<file path="src/rtl/rau_pkg.sv">
// Shared types and constants for the rational arithmetic unit.
// No dependencies.
package rau_pkg;

    localparam int NUM_W = 33;
    localparam int DEN_W = 31;
    localparam int OP_W  = 4;

    localparam logic [OP_W-1:0] OP_NORM  = 4'd0;
    localparam logic [OP_W-1:0] OP_ADD   = 4'd1;
    localparam logic [OP_W-1:0] OP_SUB   = 4'd2;
    localparam logic [OP_W-1:0] OP_MUL   = 4'd3;
    localparam logic [OP_W-1:0] OP_DIV   = 4'd4;
    localparam logic [OP_W-1:0] OP_NEG   = 4'd5;
    localparam logic [OP_W-1:0] OP_SQR   = 4'd6;
    localparam logic [OP_W-1:0] OP_RECIP = 4'd7;
    localparam logic [OP_W-1:0] OP_EQ    = 4'd8;
    localparam logic [OP_W-1:0] OP_GT    = 4'd9;

    // which fraction the reducer is working on
    typedef enum logic [1:0] {
        SEL_NONE,
        SEL_A,
        SEL_B,
        SEL_R
    } red_sel_t;

    typedef struct packed {
        logic     load;
        logic     red_start;
        red_sel_t sel;
        logic     mul_en;
        logic     comb_en;
        logic     res_en;
    } rau_cmd_t;

    typedef struct packed {
        logic red_done;
    } rau_status_t;

endpackage

</file>
<file path="src/rtl/rau_reduce.sv">
// Fraction reducer: sign to numerator, binary gcd, two restoring dividers.
// Depends on nothing outside this file.
module rau_reduce #(
    parameter int P = 34
) (
    input  logic                clk,
    input  logic                rst_n,
    input  logic                start,
    input  logic signed [P-1:0] n_in,
    input  logic signed [P-1:0] d_in,
    output logic                done,
    output logic signed [P-1:0] n_out,
    output logic        [P-1:0] d_out
);
    localparam int KW = $clog2(P + 1);
    localparam int CW = $clog2(P);

    typedef enum logic [1:0] {
        R_IDLE,
        R_GCD,
        R_DIV
    } phase_t;

    phase_t                phase_reg;
    logic        [P-1:0]   x_reg, y_reg, g_reg;
    logic        [KW-1:0]  k_reg;
    logic                  neg_reg;
    logic        [P-1:0]   q1_reg, q2_reg, r1_reg, r2_reg;
    logic        [CW-1:0]  cnt_reg;
    logic                  done_reg;
    logic signed [P-1:0]   n_out_reg;
    logic        [P-1:0]   d_out_reg;

    logic [P-1:0] mn, md;
    logic [P:0]   t1, t2;
    logic         ge1, ge2;
    logic [P-1:0] r1_next, r2_next, q1_next, q2_next;

    always_comb
    begin
        mn = n_in[P-1] ? P'(-n_in) : P'(n_in);
        md = d_in[P-1] ? P'(-d_in) : P'(d_in);
        t1 = {r1_reg, q1_reg[P-1]};
        t2 = {r2_reg, q2_reg[P-1]};
        ge1 = t1 >= {1'b0, g_reg};
        ge2 = t2 >= {1'b0, g_reg};
        r1_next = ge1 ? P'(t1 - {1'b0, g_reg}) : P'(t1);
        r2_next = ge2 ? P'(t2 - {1'b0, g_reg}) : P'(t2);
        q1_next = {q1_reg[P-2:0], ge1};
        q2_next = {q2_reg[P-2:0], ge2};
    end

    always_ff @(posedge clk or negedge rst_n)
    begin
        if (!rst_n)
        begin
            phase_reg <= R_IDLE;
            x_reg     <= '0;
            y_reg     <= '0;
            g_reg     <= '0;
            k_reg     <= '0;
            neg_reg   <= 1'b0;
            q1_reg    <= '0;
            q2_reg    <= '0;
            r1_reg    <= '0;
            r2_reg    <= '0;
            cnt_reg   <= '0;
            done_reg  <= 1'b0;
            n_out_reg <= '0;
            d_out_reg <= P'(1);
        end
        else
        begin
            done_reg <= 1'b0;
            unique case (phase_reg)
                R_IDLE:
                begin
                    if (start)
                    begin
                        if (n_in == '0 || d_in == '0)
                        begin
                            n_out_reg <= '0;
                            d_out_reg <= P'(1);
                            done_reg  <= 1'b1;
                        end
                        else
                        begin
                            neg_reg   <= n_in[P-1] ^ d_in[P-1];
                            x_reg     <= mn;
                            y_reg     <= md;
                            q1_reg    <= mn;
                            q2_reg    <= md;
                            k_reg     <= '0;
                            phase_reg <= R_GCD;
                        end
                    end
                end
                R_GCD:
                begin
                    // Stein's algorithm, one step a cycle; y never reaches zero
                    if (x_reg == '0)
                    begin
                        g_reg     <= y_reg << k_reg;
                        r1_reg    <= '0;
                        r2_reg    <= '0;
                        cnt_reg   <= '0;
                        phase_reg <= R_DIV;
                    end
                    else if (!x_reg[0] && !y_reg[0])
                    begin
                        x_reg <= x_reg >> 1;
                        y_reg <= y_reg >> 1;
                        k_reg <= k_reg + KW'(1);
                    end
                    else if (!x_reg[0])
                        x_reg <= x_reg >> 1;
                    else if (!y_reg[0])
                        y_reg <= y_reg >> 1;
                    else if (x_reg >= y_reg)
                        x_reg <= x_reg - y_reg;
                    else
                        y_reg <= y_reg - x_reg;
                end
                R_DIV:
                begin
                    r1_reg  <= r1_next;
                    r2_reg  <= r2_next;
                    q1_reg  <= q1_next;
                    q2_reg  <= q2_next;
                    cnt_reg <= cnt_reg + CW'(1);
                    if (cnt_reg == CW'(P - 1))
                    begin
                        n_out_reg <= neg_reg ? -$signed(q1_next) : $signed(q1_next);
                        d_out_reg <= q2_next;
                        done_reg  <= 1'b1;
                        phase_reg <= R_IDLE;
                    end
                end
                default:
                    phase_reg <= R_IDLE;
            endcase
        end
    end

    assign done  = done_reg;
    assign n_out = n_out_reg;
    assign d_out = d_out_reg;

`ifndef ASSERT_OFF
    a_den_nonzero: assert property (@(posedge clk) disable iff (!rst_n)
        done |-> d_out != '0)
        else $error("reduced denominator is zero");
    a_gcd_y_live: assert property (@(posedge clk) disable iff (!rst_n)
        phase_reg == R_GCD |-> y_reg != '0)
        else $error("gcd operand collapsed to zero");
    a_done_pulse: assert property (@(posedge clk) disable iff (!rst_n)
        done |=> !done)
        else $error("reducer done held for two cycles");
`endif
endmodule

</file>
<file path="src/rtl/rau_datapath.sv">
// Datapath: operand registers, product stage, op combine, reducer, result words.
// Depends on rau_pkg and rau_reduce.
module rau_datapath #(
    parameter int W = 16
) (
    input  logic                       clk,
    input  logic                       rst_n,
    input  rau_pkg::rau_cmd_t          cmd,
    output rau_pkg::rau_status_t       status,
    input  logic [rau_pkg::OP_W-1:0]   op,
    input  logic signed [W-1:0]        a_num,
    input  logic signed [W-1:0]        a_den,
    input  logic signed [W-1:0]        b_num,
    input  logic signed [W-1:0]        b_den,
    output logic signed [rau_pkg::NUM_W-1:0] res_num,
    output logic [rau_pkg::DEN_W-1:0]  res_den,
    output logic                       cmp_true,
    output logic                       div_zero
);
    import rau_pkg::*;

    localparam int AW = W + 1;
    localparam int P  = 2 * W + 2;

    logic [OP_W-1:0]     op_reg;
    logic signed [W-1:0] ra_n_reg, ra_d_reg, rb_n_reg, rb_d_reg;
    logic signed [AW-1:0] an_reg, ad_reg, bn_reg, bd_reg;
    logic signed [P-1:0] m1_reg, m2_reg, m3_reg;
    logic signed [P-1:0] n_reg, d_reg;
    logic                cmp_reg, dz_reg;
    logic signed [NUM_W-1:0] res_num_reg;
    logic [DEN_W-1:0]    res_den_reg;
    logic                cmp_out_reg, dz_out_reg;

    logic signed [AW-1:0] y1, x2;
    logic signed [P-1:0]  red_n_in, red_d_in, red_n;
    logic [P-1:0]         red_d;
    logic                 red_done;
    logic signed [P-1:0]  n_next, d_next;
    logic                 cmp_next, dz_next;

    rau_reduce #(.P(P)) u_reduce (
        .clk   (clk),
        .rst_n (rst_n),
        .start (cmd.red_start),
        .n_in  (red_n_in),
        .d_in  (red_d_in),
        .done  (red_done),
        .n_out (red_n),
        .d_out (red_d)
    );

    always_comb
    begin
        unique case (cmd.sel)
            SEL_A:
            begin
                red_n_in = P'(ra_n_reg);
                red_d_in = P'(ra_d_reg);
            end
            SEL_B:
            begin
                red_n_in = P'(rb_n_reg);
                red_d_in = P'(rb_d_reg);
            end
            SEL_R:
            begin
                red_n_in = n_reg;
                red_d_in = d_reg;
            end
            default:
            begin
                red_n_in = '0;
                red_d_in = '0;
            end
        endcase
    end

    // multiplicand choice: m1 = an*y1, m2 = x2*ad, m3 = ad*bd
    always_comb
    begin
        if (op_reg == OP_MUL)
            y1 = bn_reg;
        else if (op_reg == OP_SQR)
            y1 = an_reg;
        else
            y1 = bd_reg;
        x2 = (op_reg == OP_SQR) ? ad_reg : bn_reg;
    end

    always_comb
    begin
        n_next   = '0;
        d_next   = P'(1);
        cmp_next = 1'b0;
        dz_next  = 1'b0;
        unique case (op_reg)
            OP_NORM:
            begin
                n_next = P'(an_reg);
                d_next = P'(ad_reg);
            end
            OP_ADD:
            begin
                n_next = m1_reg + m2_reg;
                d_next = m3_reg;
            end
            OP_SUB:
            begin
                n_next = m1_reg - m2_reg;
                d_next = m3_reg;
            end
            OP_MUL:
            begin
                n_next = m1_reg;
                d_next = m3_reg;
            end
            OP_DIV:
            begin
                if (bn_reg == '0)
                    dz_next = 1'b1;
                else
                begin
                    n_next = m1_reg;
                    d_next = m2_reg;
                end
            end
            OP_NEG:
            begin
                n_next = -P'(an_reg);
                d_next = P'(ad_reg);
            end
            OP_SQR:
            begin
                n_next = m1_reg;
                d_next = m2_reg;
            end
            OP_RECIP:
            begin
                if (an_reg == '0)
                    dz_next = 1'b1;
                else
                begin
                    n_next = P'(ad_reg);
                    d_next = P'(an_reg);
                end
            end
            OP_EQ:
                cmp_next = m1_reg == m2_reg;
            OP_GT:
                cmp_next = m1_reg > m2_reg;
            default:
            begin
                n_next = '0;
                d_next = P'(1);
            end
        endcase
    end

    always_ff @(posedge clk)
    begin
        if (cmd.load)
        begin
            op_reg   <= op;
            ra_n_reg <= a_num;
            ra_d_reg <= a_den;
            rb_n_reg <= b_num;
            rb_d_reg <= b_den;
        end
        if (red_done && cmd.sel == SEL_A)
        begin
            an_reg <= AW'(red_n);
            ad_reg <= AW'(red_d);
        end
        if (red_done && cmd.sel == SEL_B)
        begin
            bn_reg <= AW'(red_n);
            bd_reg <= AW'(red_d);
        end
        if (cmd.mul_en)
        begin
            m1_reg <= an_reg * y1;
            m2_reg <= x2 * ad_reg;
            m3_reg <= ad_reg * bd_reg;
        end
        if (cmd.comb_en)
        begin
            n_reg   <= n_next;
            d_reg   <= d_next;
            cmp_reg <= cmp_next;
            dz_reg  <= dz_next;
        end
        if (cmd.res_en)
        begin
            res_num_reg <= NUM_W'(red_n);
            res_den_reg <= DEN_W'(red_d);
            cmp_out_reg <= cmp_reg;
            dz_out_reg  <= dz_reg;
        end
    end

    assign status.red_done = red_done;
    assign res_num  = res_num_reg;
    assign res_den  = res_den_reg;
    assign cmp_true = cmp_out_reg;
    assign div_zero = dz_out_reg;
endmodule

</file>
<file path="src/rtl/rau_ctrl.sv">
// Sequencer: reduce a, reduce b, multiply, combine, reduce result, strobe.
// Depends on rau_pkg.
module rau_ctrl (
    input  logic                 clk,
    input  logic                 rst_n,
    input  logic                 start,
    output logic                 busy,
    output logic                 done,
    output rau_pkg::rau_cmd_t    cmd,
    input  rau_pkg::rau_status_t status
);
    import rau_pkg::*;

    typedef enum logic [2:0] {
        S_IDLE,
        S_RA,
        S_RB,
        S_MUL,
        S_COMB,
        S_RR
    } state_t;

    state_t state_reg;
    logic   red_start_reg;
    logic   done_reg;

    always_ff @(posedge clk or negedge rst_n)
    begin
        if (!rst_n)
        begin
            state_reg     <= S_IDLE;
            red_start_reg <= 1'b0;
            done_reg      <= 1'b0;
        end
        else
        begin
            red_start_reg <= 1'b0;
            done_reg      <= 1'b0;
            unique case (state_reg)
                S_IDLE:
                    if (start)
                    begin
                        state_reg     <= S_RA;
                        red_start_reg <= 1'b1;
                    end
                S_RA:
                    if (status.red_done)
                    begin
                        state_reg     <= S_RB;
                        red_start_reg <= 1'b1;
                    end
                S_RB:
                    if (status.red_done)
                        state_reg <= S_MUL;
                S_MUL:
                    state_reg <= S_COMB;
                S_COMB:
                begin
                    state_reg     <= S_RR;
                    red_start_reg <= 1'b1;
                end
                S_RR:
                    if (status.red_done)
                    begin
                        state_reg <= S_IDLE;
                        done_reg  <= 1'b1;
                    end
                default:
                    state_reg <= S_IDLE;
            endcase
        end
    end

    always_comb
    begin
        cmd.load      = (state_reg == S_IDLE) && start;
        cmd.red_start = red_start_reg;
        unique case (state_reg)
            S_RA:    cmd.sel = SEL_A;
            S_RB:    cmd.sel = SEL_B;
            S_RR:    cmd.sel = SEL_R;
            default: cmd.sel = SEL_NONE;
        endcase
        cmd.mul_en  = state_reg == S_MUL;
        cmd.comb_en = state_reg == S_COMB;
        cmd.res_en  = (state_reg == S_RR) && status.red_done;
    end

    assign busy = state_reg != S_IDLE;
    assign done = done_reg;

`ifndef ASSERT_OFF
    a_strobe_idle: assert property (@(posedge clk) disable iff (!rst_n)
        done |-> state_reg == S_IDLE)
        else $error("result strobe while sequencer busy");
    a_start_taken: assert property (@(posedge clk) disable iff (!rst_n)
        start && state_reg == S_IDLE |=> state_reg == S_RA && red_start_reg)
        else $error("accepted word did not start operand reduction");
    a_done_in_wait: assert property (@(posedge clk) disable iff (!rst_n)
        status.red_done |-> state_reg == S_RA || state_reg == S_RB || state_reg == S_RR)
        else $error("reducer finished outside a wait state");
`endif
endmodule

</file>
<file path="src/rtl/rational_arithmetic_unit.sv">
// Top level of the rational arithmetic unit: sequencer plus datapath.
// Depends on rau_pkg, rau_ctrl, rau_datapath (and rau_reduce beneath it).
//
//   channel  | handshake           | words
//   ---------+---------------------+-------------------------------------------
//   command  | start / busy        | op, a_num, a_den, b_num, b_den
//   result   | done (1-cycle)      | res_num, res_den, cmp_true, div_zero
//
// One word at a time. The shared reducer runs three times (a, b, result); each
// run is a binary gcd, then a restoring divide over P = 2*OPERAND_WIDTH+2
// bits; zero operands and zero results skip their reductions. Reset clears
// the sequencer and reducer only. The receiver cannot stall: done is high
// for one cycle, and busy is already low in that cycle.
module rational_arithmetic_unit #(
    parameter int OPERAND_WIDTH = 16
) (
    input  logic                              clk,
    input  logic                              rst_n,
    input  logic                              start,
    output logic                              busy,
    input  logic [rau_pkg::OP_W-1:0]          op,
    input  logic signed [OPERAND_WIDTH-1:0]   a_num,
    input  logic signed [OPERAND_WIDTH-1:0]   a_den,
    input  logic signed [OPERAND_WIDTH-1:0]   b_num,
    input  logic signed [OPERAND_WIDTH-1:0]   b_den,
    output logic                              done,
    output logic signed [rau_pkg::NUM_W-1:0]  res_num,
    output logic [rau_pkg::DEN_W-1:0]         res_den,
    output logic                              cmp_true,
    output logic                              div_zero
);
    import rau_pkg::*;

    rau_cmd_t    cmd;
    rau_status_t status;

    rau_ctrl u_ctrl (
        .clk    (clk),
        .rst_n  (rst_n),
        .start  (start),
        .busy   (busy),
        .done   (done),
        .cmd    (cmd),
        .status (status)
    );

    rau_datapath #(.W(OPERAND_WIDTH)) u_datapath (
        .clk      (clk),
        .rst_n    (rst_n),
        .cmd      (cmd),
        .status   (status),
        .op       (op),
        .a_num    (a_num),
        .a_den    (a_den),
        .b_num    (b_num),
        .b_den    (b_den),
        .res_num  (res_num),
        .res_den  (res_den),
        .cmp_true (cmp_true),
        .div_zero (div_zero)
    );
endmodule

</file>
<file path="config.mk">
export PLATFORM = sky130hd
export DESIGN_NAME = rational_arithmetic_unit
export DESIGN_NICKNAME = d
export VERILOG_FILES = /design/src/rtl/rau_pkg.sv /design/src/rtl/rau_reduce.sv /design/src/rtl/rau_datapath.sv /design/src/rtl/rau_ctrl.sv /design/src/rtl/rational_arithmetic_unit.sv
export SDC_FILE = /design/constraint.sdc
export NUM_CORES = 2
export LEC_CHECK = 0
export ABC_AREA = 1
export ABC_CLOCK_PERIOD_IN_PS = 10200
export BUFFER_PORTS_ARGS = -buffer_cell sky130_fd_sc_hd__buf_2
export CAP_MARGIN = 20
export CORE_MARGIN = 2
export CORE_UTILIZATION = 46
export DETAILED_ROUTE_END_ITERATION = 6
export PLACE_DENSITY = 0.67
export REMOVE_ABC_BUFFERS = 1
export SLEW_MARGIN = 20
export SYNTH_ARGS = -nofsm -noshare
export SYNTH_HDL_FRONTEND = slang
export SYNTH_SLANG_ARGS = --single-unit
</file>
<file path="constraint.sdc">
create_clock -name clk -period 10.2 [get_ports clk]
set_clock_uncertainty 0.1 [all_clocks]
set_input_delay 2.04 -clock clk [delete_from_list [all_inputs] [get_ports clk]]
set_output_delay 2.04 -clock clk [all_outputs]
set_load 0.03 [all_outputs]
</file>
==> out/metrics.csv <==
stage,metric,value,unit
logic_synthesis,ys_types,60,
route,dr.pass1.iters,7,
sta,relSlewSlack,18.1,%
layout,nets,11500,
run,maxCapViolCount,0,
critical_path,rr_worst_depth,29,
place,dp_hpwl,231000,um
sta,finalSetupTns,0,ns
sta,fmax,0.117,GHz
logic_synthesis,synth_cells,10100,
floorplanning,die_h,417,um
layout,ff_latch_area,19300,sq um
route,drc,5,
sta,setup_viol,0,
route,met2_length,133000,um
route,routed.top_layer,met5,
hold_path,hold_start,u_datapath.u_reduce.n_out[29],
critical_path,start_kind,register,
power,power.density,153,nW/um^2
route,vias,69900,
grt,antenna_found_initial,9,
sta,rsz0062_at_grt,false,
sta,drv_slew,0,
logic_synthesis,synth_edf_count,374,
logic_synthesis,ys_async_sr_fraction,46.3,%
sta,min_period,8.57,ns
logic_synthesis,synth_seq_cells,697,
hold_path,hold_depth,0,
logic_synthesis,synth_top_cell_by_area,fa_1,
hold_path,min_path_type,reg2reg,
route,wl_met1,111000,um
clocking,insertion_delay,0.74,ns
critical_path,critPathMostFrequentCell,fa_1,
logic_synthesis,yosys_most_used_dff,edfxtp_1,
grt,grt_pass1_vias,70000,
clocking,cts_buffers,83,
logic_synthesis,synth_warnings,0,
logic_synthesis,syn_avg_cell_area,7.79,sq um
grt,grt_overflow,0,
critical_path,cp_max_fo,46,
sta,tightestPinTransition,1.23,ns
layout,multiInputGateArea,50900,sq um
critical_path,critPathCaptureType,register,
sta,timing.final.crit_share,84.0,%
clocking,cts.sinks,697,
floorplanning,die_w,417,um
outcome,violations,DRC,
clocking,clockRootBuffer,clkbuf_16,
critical_path,r2r-start,u_datapath.op_reg[2],
clocking,cts_buffer_depth,3,
logic_synthesis,syn_area,78600,sq um
power,leakage,43.2,nW
critical_path,max_stage_delay,0.70,ns
route,vias_per_cell,5.65,
critical_path,cpMaxStageDelayCell,inv_2,
layout,drive_gt1_share,4.93,%
hold_path,min_to,u_datapath.res_num[29],
clocking,cts_tree,yes,
critical_path,crit_arrival,8.95,ns
outcome,outcome,"finished, violations left",
logic_synthesis,synthTopCellsByArea,"fa_1 (23%), edfxtp_1 (14%), nand2_1 (12%), dfrtp_1 (10%), inv_1 (8.5%)",
floorplanning,die-area,174000,sq um
power,ir_drop,131,uV
logic_synthesis,synth_top_area_share,22.8,%
clocking,postCtsSetupRepairBufs,0,
floorplanning,core_area,169000,sq um
route,dr_wl_met3,22700,um
grt,grt_max_degree,90,
route,ant_nets,0,
layout,fill_cells,16500,
floorplanning,io_pins,139,
clocking,cts_max_level,3,
critical_path,setup.worst_path.class,reg2reg,
grt,grt_pass1_wl,434000,um
grt,grt_usage,33.3,%
clocking,clk_pin_slew,0.06,ns
clocking,cts_resized,0,
route,wl_per_cell,23.4,um
route,drt_iter0_drc,7556,
place,portBuffers,138,
floorplanning,rows,151,
critical_path,worst-r2r-setup-slack,1.63,ns
sta,hold_viol,0,
place,place_congestion,1.06,
critical_path,r2r-end,u_datapath.m2_reg[30],
route,drt-total-wl,289000,um
layout,synthToLayoutAreaGrowth,7.60,%
power,power.total,12.9,mW
clocking,hold_buffers,0,
logic_synthesis,ys_seq_area_share,24.6,%
critical_path,required,10.57,ns
floorplanning,start_util,46.4,%
area by class of cell:
type	instances	share of cell area, %
tap	2218	3.28
clock buffer	109	2.78
multi-input combinational	7181	60.2
sequential	697	22.8
clock inverter	46	0.696
timing repair buffer	273	2.05
antenna	5	0.0148
inverter	1825	8.11
report_power, final:
group,internal (mW),total [mW],switching (mW)
registers,3.27,3.72,0.443
clock network,1.90,3.25,1.35
logic,1.67,5.96,4.28
cells in the final DEF, fill, tap and decap left out, types with 26 or more instances in the layout:
cell type     n
nand2_1    2551
inv_1      1786
fa_1        894
nor2_1      845
o21ai_0     579
a21oi_1     522
ha_1        467
edfxtp_1    374
nand3_1     347
dfrtp_1     321
xor2_1      159
buf_2       137
buf_4       134
xnor2_1      92
clkbuf_16    85
o21ai_1      83
nand4_1      81
o211ai_1     79
nor3_1       76
o21bai_1     36
nor4_1       31
clkinv_1     31
o22ai_1      29
a21boi_0     28
o21a_1       26
or2_2        26
kinds of logic after synthesis:
group                      Yosys count  share of synthesized area (%)
AOI/OAI and AO/OA                 1535                           11.0
xor gates and xnor gates           251                           2.80
adders and majority gates         1361                           30.2
buffers and inverters             2208                           10.7
DFF                                697                           24.6
muxes                               13                          0.166
and+or+nand+nor                   4021                           20.6
worst max-delay path: cells and delay by family, from the launching register on:
| family | cells | cell delay (ns) |
|---|---|---|
| AO/OA/AOI/OAI | 4 | 1.32 |
| XOR/XNOR | 1 | 0.14 |
| adder cells (fa/ha/maj) | 7 | 3.22 |
| buffers and inverters | 8 | 1.85 |
| flip-flops | 1 | 0.39 |
| AND/OR/NAND/NOR | 9 | 1.31 |
how the worst max path moves through the flow:
stage	from	depth (start not counted)	to	slack [ns]
after floorplan	u_datapath.op_reg[3]	28	u_datapath.m1_reg[30]	2.15
after CTS	u_datapath.op_reg[2]	29	u_datapath.m2_reg[30]	1.77
after global routing	u_datapath.op_reg[2]	29	u_datapath.m2_reg[30]	1.03
after detailed placement	u_datapath.op_reg[2]	29	u_datapath.m2_reg[30]	1.77
after global placement	u_datapath.op_reg[2]	29	u_datapath.m2_reg[30]	1.96
final	u_datapath.op_reg[2]	29	u_datapath.m2_reg[30]	1.63
through the flow:
stage	instances	setup WS, ns	hold slack, ns	util (%)	instance area (sq um)
finish	12400	1.63	0.347	49.9	84500
global route	12400	1.03	0.361	49.9	84500
floorplan	9703	2.15	0.300	-	77000
detailed placement	12200	1.77	0.333	48.1	81600
CTS	12300	1.77	0.348	49.9	84500
global placement	12200	1.96	0.336	48.1	81600
cell usage after synthesis, types with 13 or more instances:
cell       number
nand2_1      2552
inv_1        1788
fa_1          894
nor2_1        857
o21ai_0       580
a21oi_1       523
ha_1          467
edfxtp_1      374
nand3_1       347
dfrtp_1       322
clkbuf_1      306
xor2_1        159
xnor2_1        92
o21ai_1        82
nand4_1        81
o211ai_1       79
nor3_1         77
o21bai_1       36
buf_2          31
nor4_1         31
o22ai_1        29
a21boi_0       28
buf_1          27
clkinv_1       26
o21a_1         26
or2_2          26
a21o_1         25
a31oi_1        25
a22oi_1        19
o2111ai_1      18
nand3b_1       16
o221ai_1       14
a32o_1         13
mux2i_1        13
metal layers:
layer | GRT usage, % | vias to the layer above
met1 | 41.4 | 34100
li1 | - | 31600
met2 | 53.8 | 3293
met3 | 5.43 | 846
met4 | 21.6 | 4
met5 | 0 | -
Power figures use the tool's default switching activity.
